## config.mk

```make
export PLATFORM = sky130hd
export DESIGN_NAME = heron_triangle_area
export DESIGN_NICKNAME = d
export VERILOG_FILES = /design/src/hw/rtl/hta_pkg.sv /design/src/hw/rtl/heron_triangle_area.sv /design/src/hw/rtl/hta_front.sv /design/src/hw/rtl/hta_sqrt.sv
export SDC_FILE = /design/constraint.sdc
export NUM_CORES = 2
export LEC_CHECK = 0
export BUFFER_PORTS_ARGS = -buffer_cell sky130_fd_sc_hd__buf_2
export CAP_MARGIN = 20
export CORE_MARGIN = 10
export CORE_UTILIZATION = 65
export CTS_CLUSTER_DIAMETER = 80
export DETAILED_ROUTE_END_ITERATION = 7
export GPL_ROUTABILITY_DRIVEN = 1
export PLACE_DENSITY = 0.81
export SLEW_MARGIN = 20
export SYNTH_ARGS = -nofsm -noshare
export SYNTH_HDL_FRONTEND = slang
export SYNTH_SLANG_ARGS = --single-unit
```

## constraint.sdc

```tcl
create_clock -name i_clk -period 17.85 [get_ports i_clk]
set_input_delay 0.8925 -clock i_clk [delete_from_list [all_inputs] [get_ports i_clk]]
set_output_delay 0.8925 -clock i_clk [all_outputs]
set_load 0.01 [all_outputs]
```

## src/hw/rtl/hta_pkg.sv

```systemverilog
// Shared types and constants for the Heron triangle area pipeline.
// Used by every module of the block; depends on nothing else.
package hta_pkg;

    localparam int SIDE_BITS = 12;
    localparam int AREA_BITS = 25;

    // The perimeter needs two extra bits; a valid factor such as b+c-a needs one.
    localparam int SUM_W  = SIDE_BITS + 2;
    localparam int FAC_W  = SIDE_BITS + 1;
    localparam int M1_W   = SUM_W + FAC_W;
    localparam int M2_W   = 2 * FAC_W;
    localparam int PROD_W = M1_W + M2_W;

    // Square root: SQ_PER result bits per stage, radicand padded to a whole stage count.
    localparam int RT_W      = (PROD_W + 1) / 2;
    localparam int SQ_PER    = 2;
    localparam int SQ_STAGES = (RT_W + SQ_PER - 1) / SQ_PER;
    localparam int RT_PAD    = SQ_PER * SQ_STAGES;
    localparam int RAD_W     = 2 * RT_PAD;
    localparam int RM_W      = RT_PAD + 2;

    typedef struct packed {
        logic [SIDE_BITS-1:0] side_a;
        logic [SIDE_BITS-1:0] side_b;
        logic [SIDE_BITS-1:0] side_c;
    } t_in;

    typedef struct packed {
        logic [AREA_BITS-1:0] area_quarters;
        logic                 invalid;
    } t_out;

endpackage

```

## src/hw/rtl/heron_triangle_area.sv

```systemverilog
// Top level of the Heron triangle area pipeline: front end, square root, output stage.
// Depends on hta_pkg, hta_front and hta_sqrt.
//
// Usage: each input beat on i_valid/o_stall carries three unsigned sides; each
// output beat on o_valid/i_stall carries floor(4 * area) and an invalid flag.
// A zero side or a broken triangle inequality gives invalid = 1 and area 0; a
// degenerate triangle gives area 0 with invalid = 0.
//
// Throughput is one triangle per cycle while the receiver does not stall. The pipeline
// has one stage for the perimeter and factors, two multiplier stages, one square-root stage
// per two result bits (14 stages), and the output register that also saturates.
//
// Reset (i_rst_n low at a clock edge) empties every stage; nothing is buffered
// afterwards. When the receiver stalls, the output beat holds, and the stages
// behind it keep taking items until every stage is full; only then does o_stall
// rise. Each stage's valid bit travels with its data, so no beat is lost or repeated.
module heron_triangle_area (
    input  logic          i_clk,
    input  logic          i_rst_n,
    input  logic          i_valid,
    output logic          o_stall,
    input  hta_pkg::t_in  i_in,
    output logic          o_valid,
    input  logic          i_stall,
    output hta_pkg::t_out o_out
);
    import hta_pkg::*;

    logic              front_ready, front_valid, front_bad;
    logic [PROD_W-1:0] front_prod;
    logic              sq_ready, sq_valid, sq_bad;
    logic [RT_PAD-1:0] sq_root;
    logic              out_ready;
    logic              r_out_v;
    t_out              r_out;
    t_out              n_out;

    hta_front u_front (
        .i_clk   (i_clk),
        .i_rst_n (i_rst_n),
        .i_valid (i_valid),
        .i_sides (i_in),
        .i_ready (sq_ready),
        .o_ready (front_ready),
        .o_valid (front_valid),
        .o_prod  (front_prod),
        .o_bad   (front_bad)
    );

    hta_sqrt u_sqrt (
        .i_clk   (i_clk),
        .i_rst_n (i_rst_n),
        .i_valid (front_valid),
        .i_prod  (front_prod),
        .i_bad   (front_bad),
        .i_ready (out_ready),
        .o_ready (sq_ready),
        .o_valid (sq_valid),
        .o_root  (sq_root),
        .o_bad   (sq_bad)
    );

    assign out_ready = !r_out_v || !i_stall;
    assign o_stall   = !front_ready;

    always_comb begin
        if (sq_root[RT_PAD-1:AREA_BITS] != '0) begin
            n_out.area_quarters = '1;
        end else begin
            n_out.area_quarters = sq_root[AREA_BITS-1:0];
        end
        n_out.invalid = sq_bad;
    end

    always_ff @(posedge i_clk) begin
        if (!i_rst_n) begin
            r_out_v <= 1'b0;
        end else if (out_ready) begin
            r_out_v <= sq_valid;
        end
    end

    always_ff @(posedge i_clk) begin
        if (out_ready) begin
            r_out <= n_out;
        end
    end

    assign o_valid = r_out_v;
    assign o_out   = r_out;

endmodule

```

## src/hw/rtl/hta_front.sv

```systemverilog
// Front end: perimeter, the three difference factors, and the 16*area^2 product.
// Three register stages with two multiplier levels; depends on hta_pkg.
module hta_front (
    input  logic                        i_clk,
    input  logic                        i_rst_n,
    input  logic                        i_valid,
    input  hta_pkg::t_in                i_sides,
    input  logic                        i_ready,
    output logic                        o_ready,
    output logic                        o_valid,
    output logic [hta_pkg::PROD_W-1:0]  o_prod,
    output logic                        o_bad
);
    import hta_pkg::*;

    logic [SUM_W-1:0] a_x, b_x, c_x;
    logic [SUM_W-1:0] sum, da, db, dc;
    logic             bad;

    logic             r_v1, r_v2, r_v3;
    logic             rdy1, rdy2, rdy3;
    logic [SUM_W-1:0] r_sum1;
    logic [FAC_W-1:0] r_fa1, r_fb1, r_fc1;
    logic             r_bad1;
    logic [M1_W-1:0]  r_m1;
    logic [M2_W-1:0]  r_m2;
    logic             r_bad2;
    logic [PROD_W-1:0] r_prod;
    logic             r_bad3;

    // A stage moves when it is empty or the stage after it moves.
    assign rdy3    = !r_v3 || i_ready;
    assign rdy2    = !r_v2 || rdy3;
    assign rdy1    = !r_v1 || rdy2;
    assign o_ready = rdy1;

    always_comb begin
        a_x = {2'b00, i_sides.side_a};
        b_x = {2'b00, i_sides.side_b};
        c_x = {2'b00, i_sides.side_c};
        sum = a_x + b_x + c_x;
        // A negative difference wraps high enough to set the top bit.
        da  = b_x + c_x - a_x;
        db  = a_x + c_x - b_x;
        dc  = a_x + b_x - c_x;
        bad = (i_sides.side_a == '0) || (i_sides.side_b == '0) ||
              (i_sides.side_c == '0) || da[SUM_W-1] || db[SUM_W-1] || dc[SUM_W-1];
    end

    always_ff @(posedge i_clk) begin
        if (!i_rst_n) begin
            r_v1 <= 1'b0;
            r_v2 <= 1'b0;
            r_v3 <= 1'b0;
        end else begin
            if (rdy1) r_v1 <= i_valid;
            if (rdy2) r_v2 <= r_v1;
            if (rdy3) r_v3 <= r_v2;
        end
    end

    always_ff @(posedge i_clk) begin
        if (rdy1) begin
            r_sum1 <= sum;
            // Zeroing one factor of a bad triangle forces a zero product and root.
            r_fa1  <= bad ? '0 : da[FAC_W-1:0];
            r_fb1  <= db[FAC_W-1:0];
            r_fc1  <= dc[FAC_W-1:0];
            r_bad1 <= bad;
        end
        if (rdy2) begin
            r_m1   <= M1_W'(r_sum1) * M1_W'(r_fa1);
            r_m2   <= M2_W'(r_fb1) * M2_W'(r_fc1);
            r_bad2 <= r_bad1;
        end
        if (rdy3) begin
            r_prod <= PROD_W'(r_m1) * PROD_W'(r_m2);
            r_bad3 <= r_bad2;
        end
    end

    assign o_valid = r_v3;
    assign o_prod  = r_prod;
    assign o_bad   = r_bad3;

endmodule

```

## src/hw/rtl/hta_sqrt.sv

```systemverilog
// Pipelined floor square root, SQ_PER result bits per register stage.
// Restoring digit-by-digit method; depends on hta_pkg.
module hta_sqrt (
    input  logic                        i_clk,
    input  logic                        i_rst_n,
    input  logic                        i_valid,
    input  logic [hta_pkg::PROD_W-1:0]  i_prod,
    input  logic                        i_bad,
    input  logic                        i_ready,
    output logic                        o_ready,
    output logic                        o_valid,
    output logic [hta_pkg::RT_PAD-1:0]  o_root,
    output logic                        o_bad
);
    import hta_pkg::*;

    logic              r_v   [SQ_STAGES];
    logic [RM_W-1:0]   r_rem [SQ_STAGES];
    logic [RT_PAD-1:0] r_q   [SQ_STAGES];
    logic [RAD_W-1:0]  r_rad [SQ_STAGES];
    logic              r_bad [SQ_STAGES];

    logic              s_v   [SQ_STAGES];
    logic [RM_W-1:0]   s_rem [SQ_STAGES];
    logic [RT_PAD-1:0] s_q   [SQ_STAGES];
    logic [RAD_W-1:0]  s_rad [SQ_STAGES];
    logic              s_bad [SQ_STAGES];

    logic [RM_W-1:0]   n_rem [SQ_STAGES];
    logic [RT_PAD-1:0] n_q   [SQ_STAGES];
    logic [RAD_W-1:0]  n_rad [SQ_STAGES];

    logic              rdy   [SQ_STAGES+1];

    assign rdy[SQ_STAGES] = i_ready;
    assign o_ready        = rdy[0];

    for (genvar k = 0; k < SQ_STAGES; k++) begin : g_stage
        if (k == 0) begin : g_first
            assign s_v[k]   = i_valid;
            assign s_rem[k] = '0;
            assign s_q[k]   = '0;
            assign s_rad[k] = RAD_W'(i_prod);
            assign s_bad[k] = i_bad;
        end else begin : g_next
            assign s_v[k]   = r_v[k-1];
            assign s_rem[k] = r_rem[k-1];
            assign s_q[k]   = r_q[k-1];
            assign s_rad[k] = r_rad[k-1];
            assign s_bad[k] = r_bad[k-1];
        end

        assign rdy[k] = !r_v[k] || rdy[k+1];

        always_comb begin
            logic [RM_W-1:0]   rem;
            logic [RT_PAD-1:0] q;
            logic [RM_W+1:0]   sh;
            logic [RM_W+1:0]   cand;
            logic [RM_W+1:0]   diff;
            rem = s_rem[k];
            q   = s_q[k];
            for (int j = 0; j < SQ_PER; j++) begin
                // Bring down the next two radicand bits and try root digit one.
                sh   = {rem, s_rad[k][RAD_W-1-2*j -: 2]};
                cand = {{(RM_W-RT_PAD){1'b0}}, q, 2'b01};
                diff = sh - cand;
                if (sh >= cand) begin
                    rem = diff[RM_W-1:0];
                    q   = {q[RT_PAD-2:0], 1'b1};
                end else begin
                    rem = sh[RM_W-1:0];
                    q   = {q[RT_PAD-2:0], 1'b0};
                end
            end
            n_rem[k] = rem;
            n_q[k]   = q;
            n_rad[k] = s_rad[k] << (2 * SQ_PER);
        end

        always_ff @(posedge i_clk) begin
            if (!i_rst_n) begin
                r_v[k] <= 1'b0;
            end else if (rdy[k]) begin
                r_v[k] <= s_v[k];
            end
        end

        always_ff @(posedge i_clk) begin
            if (rdy[k]) begin
                r_rem[k] <= n_rem[k];
                r_q[k]   <= n_q[k];
                r_rad[k] <= n_rad[k];
                r_bad[k] <= s_bad[k];
            end
        end
    end

    assign o_valid = r_v[SQ_STAGES-1];
    assign o_root  = r_q[SQ_STAGES-1];
    assign o_bad   = r_bad[SQ_STAGES-1];

endmodule
```

# Word-level counts from Yosys, hierarchy flattened
# Memory sizes are Yosys's and may differ from the RTL's. A register that Yosys moved wholly into a read port is not among the register bits.
# Index checks and enable logic that the tools add are counted.
# totals
regBits	191
mem_bits_rw	1568
input_bits	40
output_inout_bits	28
word_cells	270
memories	5
# op_classes
addsub	34
mul	3
magnitude_cmp	27
n_mux	125
bitwise_logic	14
reduce_logical	47
# memory_table
name	depth	width	rd	rd_ports_with_merged_regs	write_ports	line_no	text
u_sqrt.r_rad	14	52	13	0	14	hta_sqrt.sv:20	logic [RAD_W-1:0] r_rad [SQ_STAGES];
u_sqrt.r_rem	14	30	13	0	14	hta_sqrt.sv:18	logic [RM_W-1:0] r_rem [SQ_STAGES];
u_sqrt.r_q	14	28	14	0	14	hta_sqrt.sv:19	logic [RT_PAD-1:0] r_q [SQ_STAGES];
u_sqrt.r_bad	14	1	14	1	14	hta_sqrt.sv:21	logic r_bad [SQ_STAGES];
u_sqrt.r_v	14	1	14	0	14	hta_sqrt.sv:17	logic r_v [SQ_STAGES];
# ops
op	count
>= comparator 32 x 30 -> 1 bit	26
two-way mux 30 bit	27
subtractor 30 bit	26
two-way mux 1 bit	98
multiplier 27 x 26 -> 53 bit	1
subtractor 14 x 12 -> 14 bit	3
adder 12 x 12 -> 13 bit	3
logical NOT 12 bit	3
multiplier 14 x 13 -> 27 bit	1
multiplier 13 x 13 -> 26 bit	1
logical OR 1 bit	23
logical NOT 1 bit	20
adder 14 x 12 -> 14 bit	1
bitwise OR 1 bit	14
nonzero test 3 bit	1
subtractor 1 x 1 -> 2 bit (second input constant)	1
>= comparator 1 bit (second input constant)	1

# Depth between registers and ports, before layout
# logic_depth
depth_word	20
mapped_depth	31
mapped_depth_nobuf	27

# Modules after synthesis
# Synthesis repeated with hierarchy kept, for this count alone.
# hier_totals
hier_cells	10504
area_unflattened_um2	104261.2
# modules_own_cells
mod	instances	cells_each	area_per_inst_um2	seq_area_each_um2
hta_sqrt	1	5928	60925.9	28487.3
hta_front	1	4517	42320.6	4864.7
heron_triangle_area	1	59	1014.7	800.8

# Worst setup path after synthesis
# OpenSTA, ideal clock, no wires.
# synth_path
path_kind	register to register
startpoint	reg u_front.r_m2[7]
endpoint	reg u_front.r_prod[51] (netlist: u_front.o_prod[51]) (data pin)
setup_time_ps	258
t_arrival_ps	7248
t_required_ps	17592
path_slack_ps	10345
path_stages_with_launch	28
n_path_buf	2
period_less_slack_ps	7505
path_cell_list	edfxtp_1 > clkbuf_1 > clkbuf_1 > nand2_1 > fa_1 > inv_1 > fa_1 > inv_1 > fa_1 > fa_1 > inv_1 > fa_1 > fa_1 > inv_1 > fa_1 > inv_1 > ha_1 > a21o_1 > a21o_1 > a2111oi_0 > o21ai_0 > a221oi_1 > a31o_2 > a21oi_1 > a221o_1 > a21bo_2 > a21oi_1 > xnor2_1
# synth_between
elab_chain_cells	1
# synth_rtl
item	line_no	text
from (decl)	hta_front.sv:26	logic [M2_W-1:0] r_m2;
from (signal assigned)	hta_front.sv:73	r_m2 <= M2_W'(r_fb1) * M2_W'(r_fc1);
multiplier 27 x 26 -> 53 bit	hta_front.sv:77	r_prod <= PROD_W'(r_m1) * PROD_W'(r_m2);
to (signal assigned)	hta_front.sv:77	
to (decl)	hta_front.sv:28	logic [PROD_W-1:0] r_prod;
# Every way passes these cells.
# A chain may end at the register's enable or synchronous reset.

# Worst setup path in the final report
# Same ends and word-level chain as after synthesis.

==> results.tsv <==
stage	metric	value	unit
clock_tree	clock_path_buffers	3	
drt	wl_per_cell	20.99	µm
critical_path	path_class	reg2reg	
timing	max_freq	0.1113	GHz
clock_tree	worstSkewPairLatency	0.82	ns
synthesis	synth_top_area_frac	0.3306	
worst_hold_path	worstHoldPathType	in2reg	
place	hpwl	199600	µm
timing	slew_headroom	0.1614	
critical_path	worst_setup_path_start_kind	flip-flop	
clock_tree	cts_tree	yes	
synthesis	synth_edf_count	1135	
worst_hold_path	hold_end	u_front.r_v1$_SDFFE_PN0N_	
synthesis	netlist_instances	10340	
global_routing	antenna_found_initial	5	
worst_hold_path	hold_depth	2	
run_status	status	finished clean	
global_routing	grt_usage	0.2975	
critical_path	endpoint_kind	flip-flop	
floorplan	core	158000	µm²
timing	tightest_slew	1.258	ns
synthesis	ys_ff_latch	1140	
drt	drt_wl_total	261900	µm
critical_path	rr_endpoint	u_front.o_prod[51]$_DFFE_PP_	
global_routing	grt_max_degree	78	
cells_and_area	drive_gt1_frac	0.05395	
synthesis	syn_nets	12070	
timing	setup_tns	0	ns
drt	avgViaCountPerCell	6.126	
clock_tree	cts_sinks	1140	
clock_tree	cts_resized	0	
clock_tree	clock-root-buffer	clkbuf_16	
drt	antenna_violating_nets_post_route	0	
synthesis	netlist_top_cells_area	edfxtp_1 33%, fa_1 17%, ha_1 10%, inv_1 4.9%, nand2_1 4.1%	
synthesis	yosys.area.top_type	edfxtp_1	
cells_and_area	num-nets-final	12020	
critical_path	reg2reg_slack	8.87	ns
floorplan	ios	68	
synthesis	synthArstFlopShare	0	
worst_hold_path	hold_path_startpoint	i_valid	
critical_path	crit_arrival	9.51	ns
global_routing	grt_pass1_vias	77930	
floorplan	fp-row-count	146	
timing	period_share	0.5032	
synthesis	ys_seq_area_frac	0.3316	
floorplan	start_util	0.6524	
synthesis	ys.flop_type	edfxtp_1	
cells_and_area	area_growth	6.808	%
clock_tree	cts_max_level	4	
timing	slew_violations	0	
floorplan	die_w	418.2	µm
global_routing	overflow	0	
critical_path	crit_required	18.37	ns
timing	finalHoldViolCount	0	
cells_and_area	fillCellCount	11610	
drt	drt_iter0_drc	6521	
global_routing	grt_pass1_wl	418000	µm
synthesis	avgSynthCellArea	9.969	µm²
clock_tree	post-cts-setup-buffers	0	
timing	finalSetupViolations	0	
flow_run	drv_cap	0	
drt	drc	0	
place	gp_congestion	0.9747	
timing	rsz0062_at_grt	no	
place	io_buffers	67	
timing	fin_skew	0.07549	ns
floorplan	die_h	418.2	µm
floorplan	die-area	174900	µm²
synthesis	ys_types	111	
critical_path	crit_fanout	27	
drt	detailroute.via_count	76420	
synthesis	netlist_area	103100	µm²
clock_tree	cts.hold.buffers_added	0	
timing	period_needed	8.983	ns
clock_tree	cts_made_buffers	131	
critical_path	worstRegToRegCells	26	
synthesis	ys.warnings.count	0	
drt	first_pass_iters	7	
critical_path	r2r_start	u_front.r_m2[7]$_DFFE_PP_	
clock_tree	clk_pin_slew	0.06	ns
==> metrics by stage <==
stage	hold slack, ns	setup WS (ns)	utilization	instance area (µm²)	instances
floorplan	0.4003	10.34	-	103100	10340
global placement	0.4005	9.328	0.6666	105300	12220
detailed placement	0.4045	9.134	0.6668	105400	12220
CTS	0.2483	9.141	0.6957	109900	12460
global route	0.2812	8.660	0.6968	110100	12470
finish	0.2934	8.867	0.6968	110100	12470
==> state kept, by name (all words and copies together), names as in the netlist, 13 cells and up <==
name	flops
u_sqrt.r_bad	14
u_front.r_m2	26
u_front.r_fc1	13
u_sqrt.r_rem	361
u_front.r_fa1	13
o_out	26
u_front.r_fb1	13
u_sqrt.r_rad	364
u_front.r_sum1	13
u_sqrt.r_q	196
u_front.r_m1	27
u_sqrt.r_v	14
u_front.o_prod	53
==> how the worst max path moves through the flow <==
stage,from,to,slack (ns),cells after the start
after detailed placement,u_front.r_m2[7]$_DFFE_PP_,u_front.o_prod[51]$_DFFE_PP_,9.13,26
final,u_front.r_m2[7]$_DFFE_PP_,u_front.o_prod[51]$_DFFE_PP_,8.87,26
after global placement,u_front.r_m1[8]$_DFFE_PP_,u_front.o_prod[51]$_DFFE_PP_,9.33,23
after CTS,u_front.r_m2[7]$_DFFE_PP_,u_front.o_prod[51]$_DFFE_PP_,9.14,26
after floorplan,u_front.r_m2[7]$_DFFE_PP_,u_front.o_prod[51]$_DFFE_PP_,10.34,27
after global routing,u_front.r_m2[7]$_DFFE_PP_,u_front.o_prod[51]$_DFFE_PP_,8.66,26
==> synth_stat cells (77+ instances only) <==
| cell | number |
|---|---|
| nor4_1 | 81 |
| nor3_1 | 179 |
| clkbuf_1 | 284 |
| ha_1 | 827 |
| nand3_1 | 160 |
| xor2_1 | 249 |
| inv_1 | 1343 |
| mux2_2 | 80 |
| o21ai_0 | 346 |
| a21oi_1 | 547 |
| a21o_1 | 251 |
| fa_1 | 858 |
| nand2b_1 | 81 |
| and3_1 | 89 |
| xnor2_1 | 462 |
| and2_1 | 549 |
| nand4_1 | 89 |
| edfxtp_1 | 1135 |
| nand2_1 | 1119 |
| nor2_1 | 548 |
| nor2b_1 | 77 |
| or3_1 | 78 |
==> layout make-up <==
cell class                 instances  area (µm²)  share of cell area
antenna                            3       7.507          0.00006818
clock buffer                     142        3319             0.03015
clock inverter                    98        1250             0.01135
inverter                        1352        5080             0.04614
multi-input combinational       7529       62680              0.5692
sequential                      1140       34180              0.3104
tap                             2072        2592             0.02354
timing repair buffer             138       998.5            0.009068
==> cell families (layout without fill, tap and decap cells) <==
group	count (synthesis)	in the layout	synth area share
buf+inv	1672	1730	0.06132
compound gates	1762	1762	0.1102
fa+ha+maj	1685	1685	0.2670
other cells	1	4	0.00003638
flops	1140	1140	0.3316
simple gates	3262	3262	0.1580
xor+xnor	711	711	0.06041
mux	108	108	0.01149
==> critical path, stage by stage (launching register included) <==
cell and delay, ns:
edfxtp_1 1.15, nand2_1 0.19, fa_1 0.60, inv_1 0.06
fa_1 0.52, inv_1 0.06, fa_1 0.49, inv_1 0.06
fa_1 0.45, ha_1 0.33, fa_1 0.55, inv_1 0.06
fa_1 0.53, inv_1 0.04, ha_1 0.37, nand3_1 0.13
nor3_1 0.24, a211o_1 0.17, a21oi_1 0.09, o31ai_1 0.84
o211ai_1 0.40, a31o_2 0.40, a21oi_1 0.40, a221o_1 0.25
a21bo_2 0.14, a21oi_1 0.07, xnor2_1 0.12
==> cell usage in the layout, fill, tap and decap left out, types with 75 or more instances in the layout <==
| cell | instances |
|---|---|
| inv_1 | 1334 |
| edfxtp_1 | 1135 |
| nand2_1 | 1111 |
| fa_1 | 858 |
| ha_1 | 827 |
| and2_1 | 549 |
| nor2_1 | 548 |
| a21oi_1 | 547 |
| xnor2_1 | 462 |
| o21ai_0 | 345 |
| a21o_1 | 251 |
| xor2_1 | 249 |
| nor3_1 | 179 |
| nand3_1 | 159 |
| clkbuf_16 | 131 |
| nand4_1 | 89 |
| and3_1 | 89 |
| nand2b_1 | 81 |
| nor4_1 | 81 |
| mux2_2 | 80 |
| or3_1 | 78 |
| nor2b_1 | 77 |
| o21bai_1 | 75 |
==> routing by layer <==
layer  global-route usage  vias to the layer above  share of wire
li1                     -                    35180              -
met2               0.5109                     3067           0.49
met4               0.1551                        6          0.057
met5                    0                        -        0.00018
met3              0.04175                      862          0.063
met1               0.3652                    37300           0.39
Power is not shown: default switching activity piles up to over one toggle a cycle in this logic, so the estimate is an artifact.
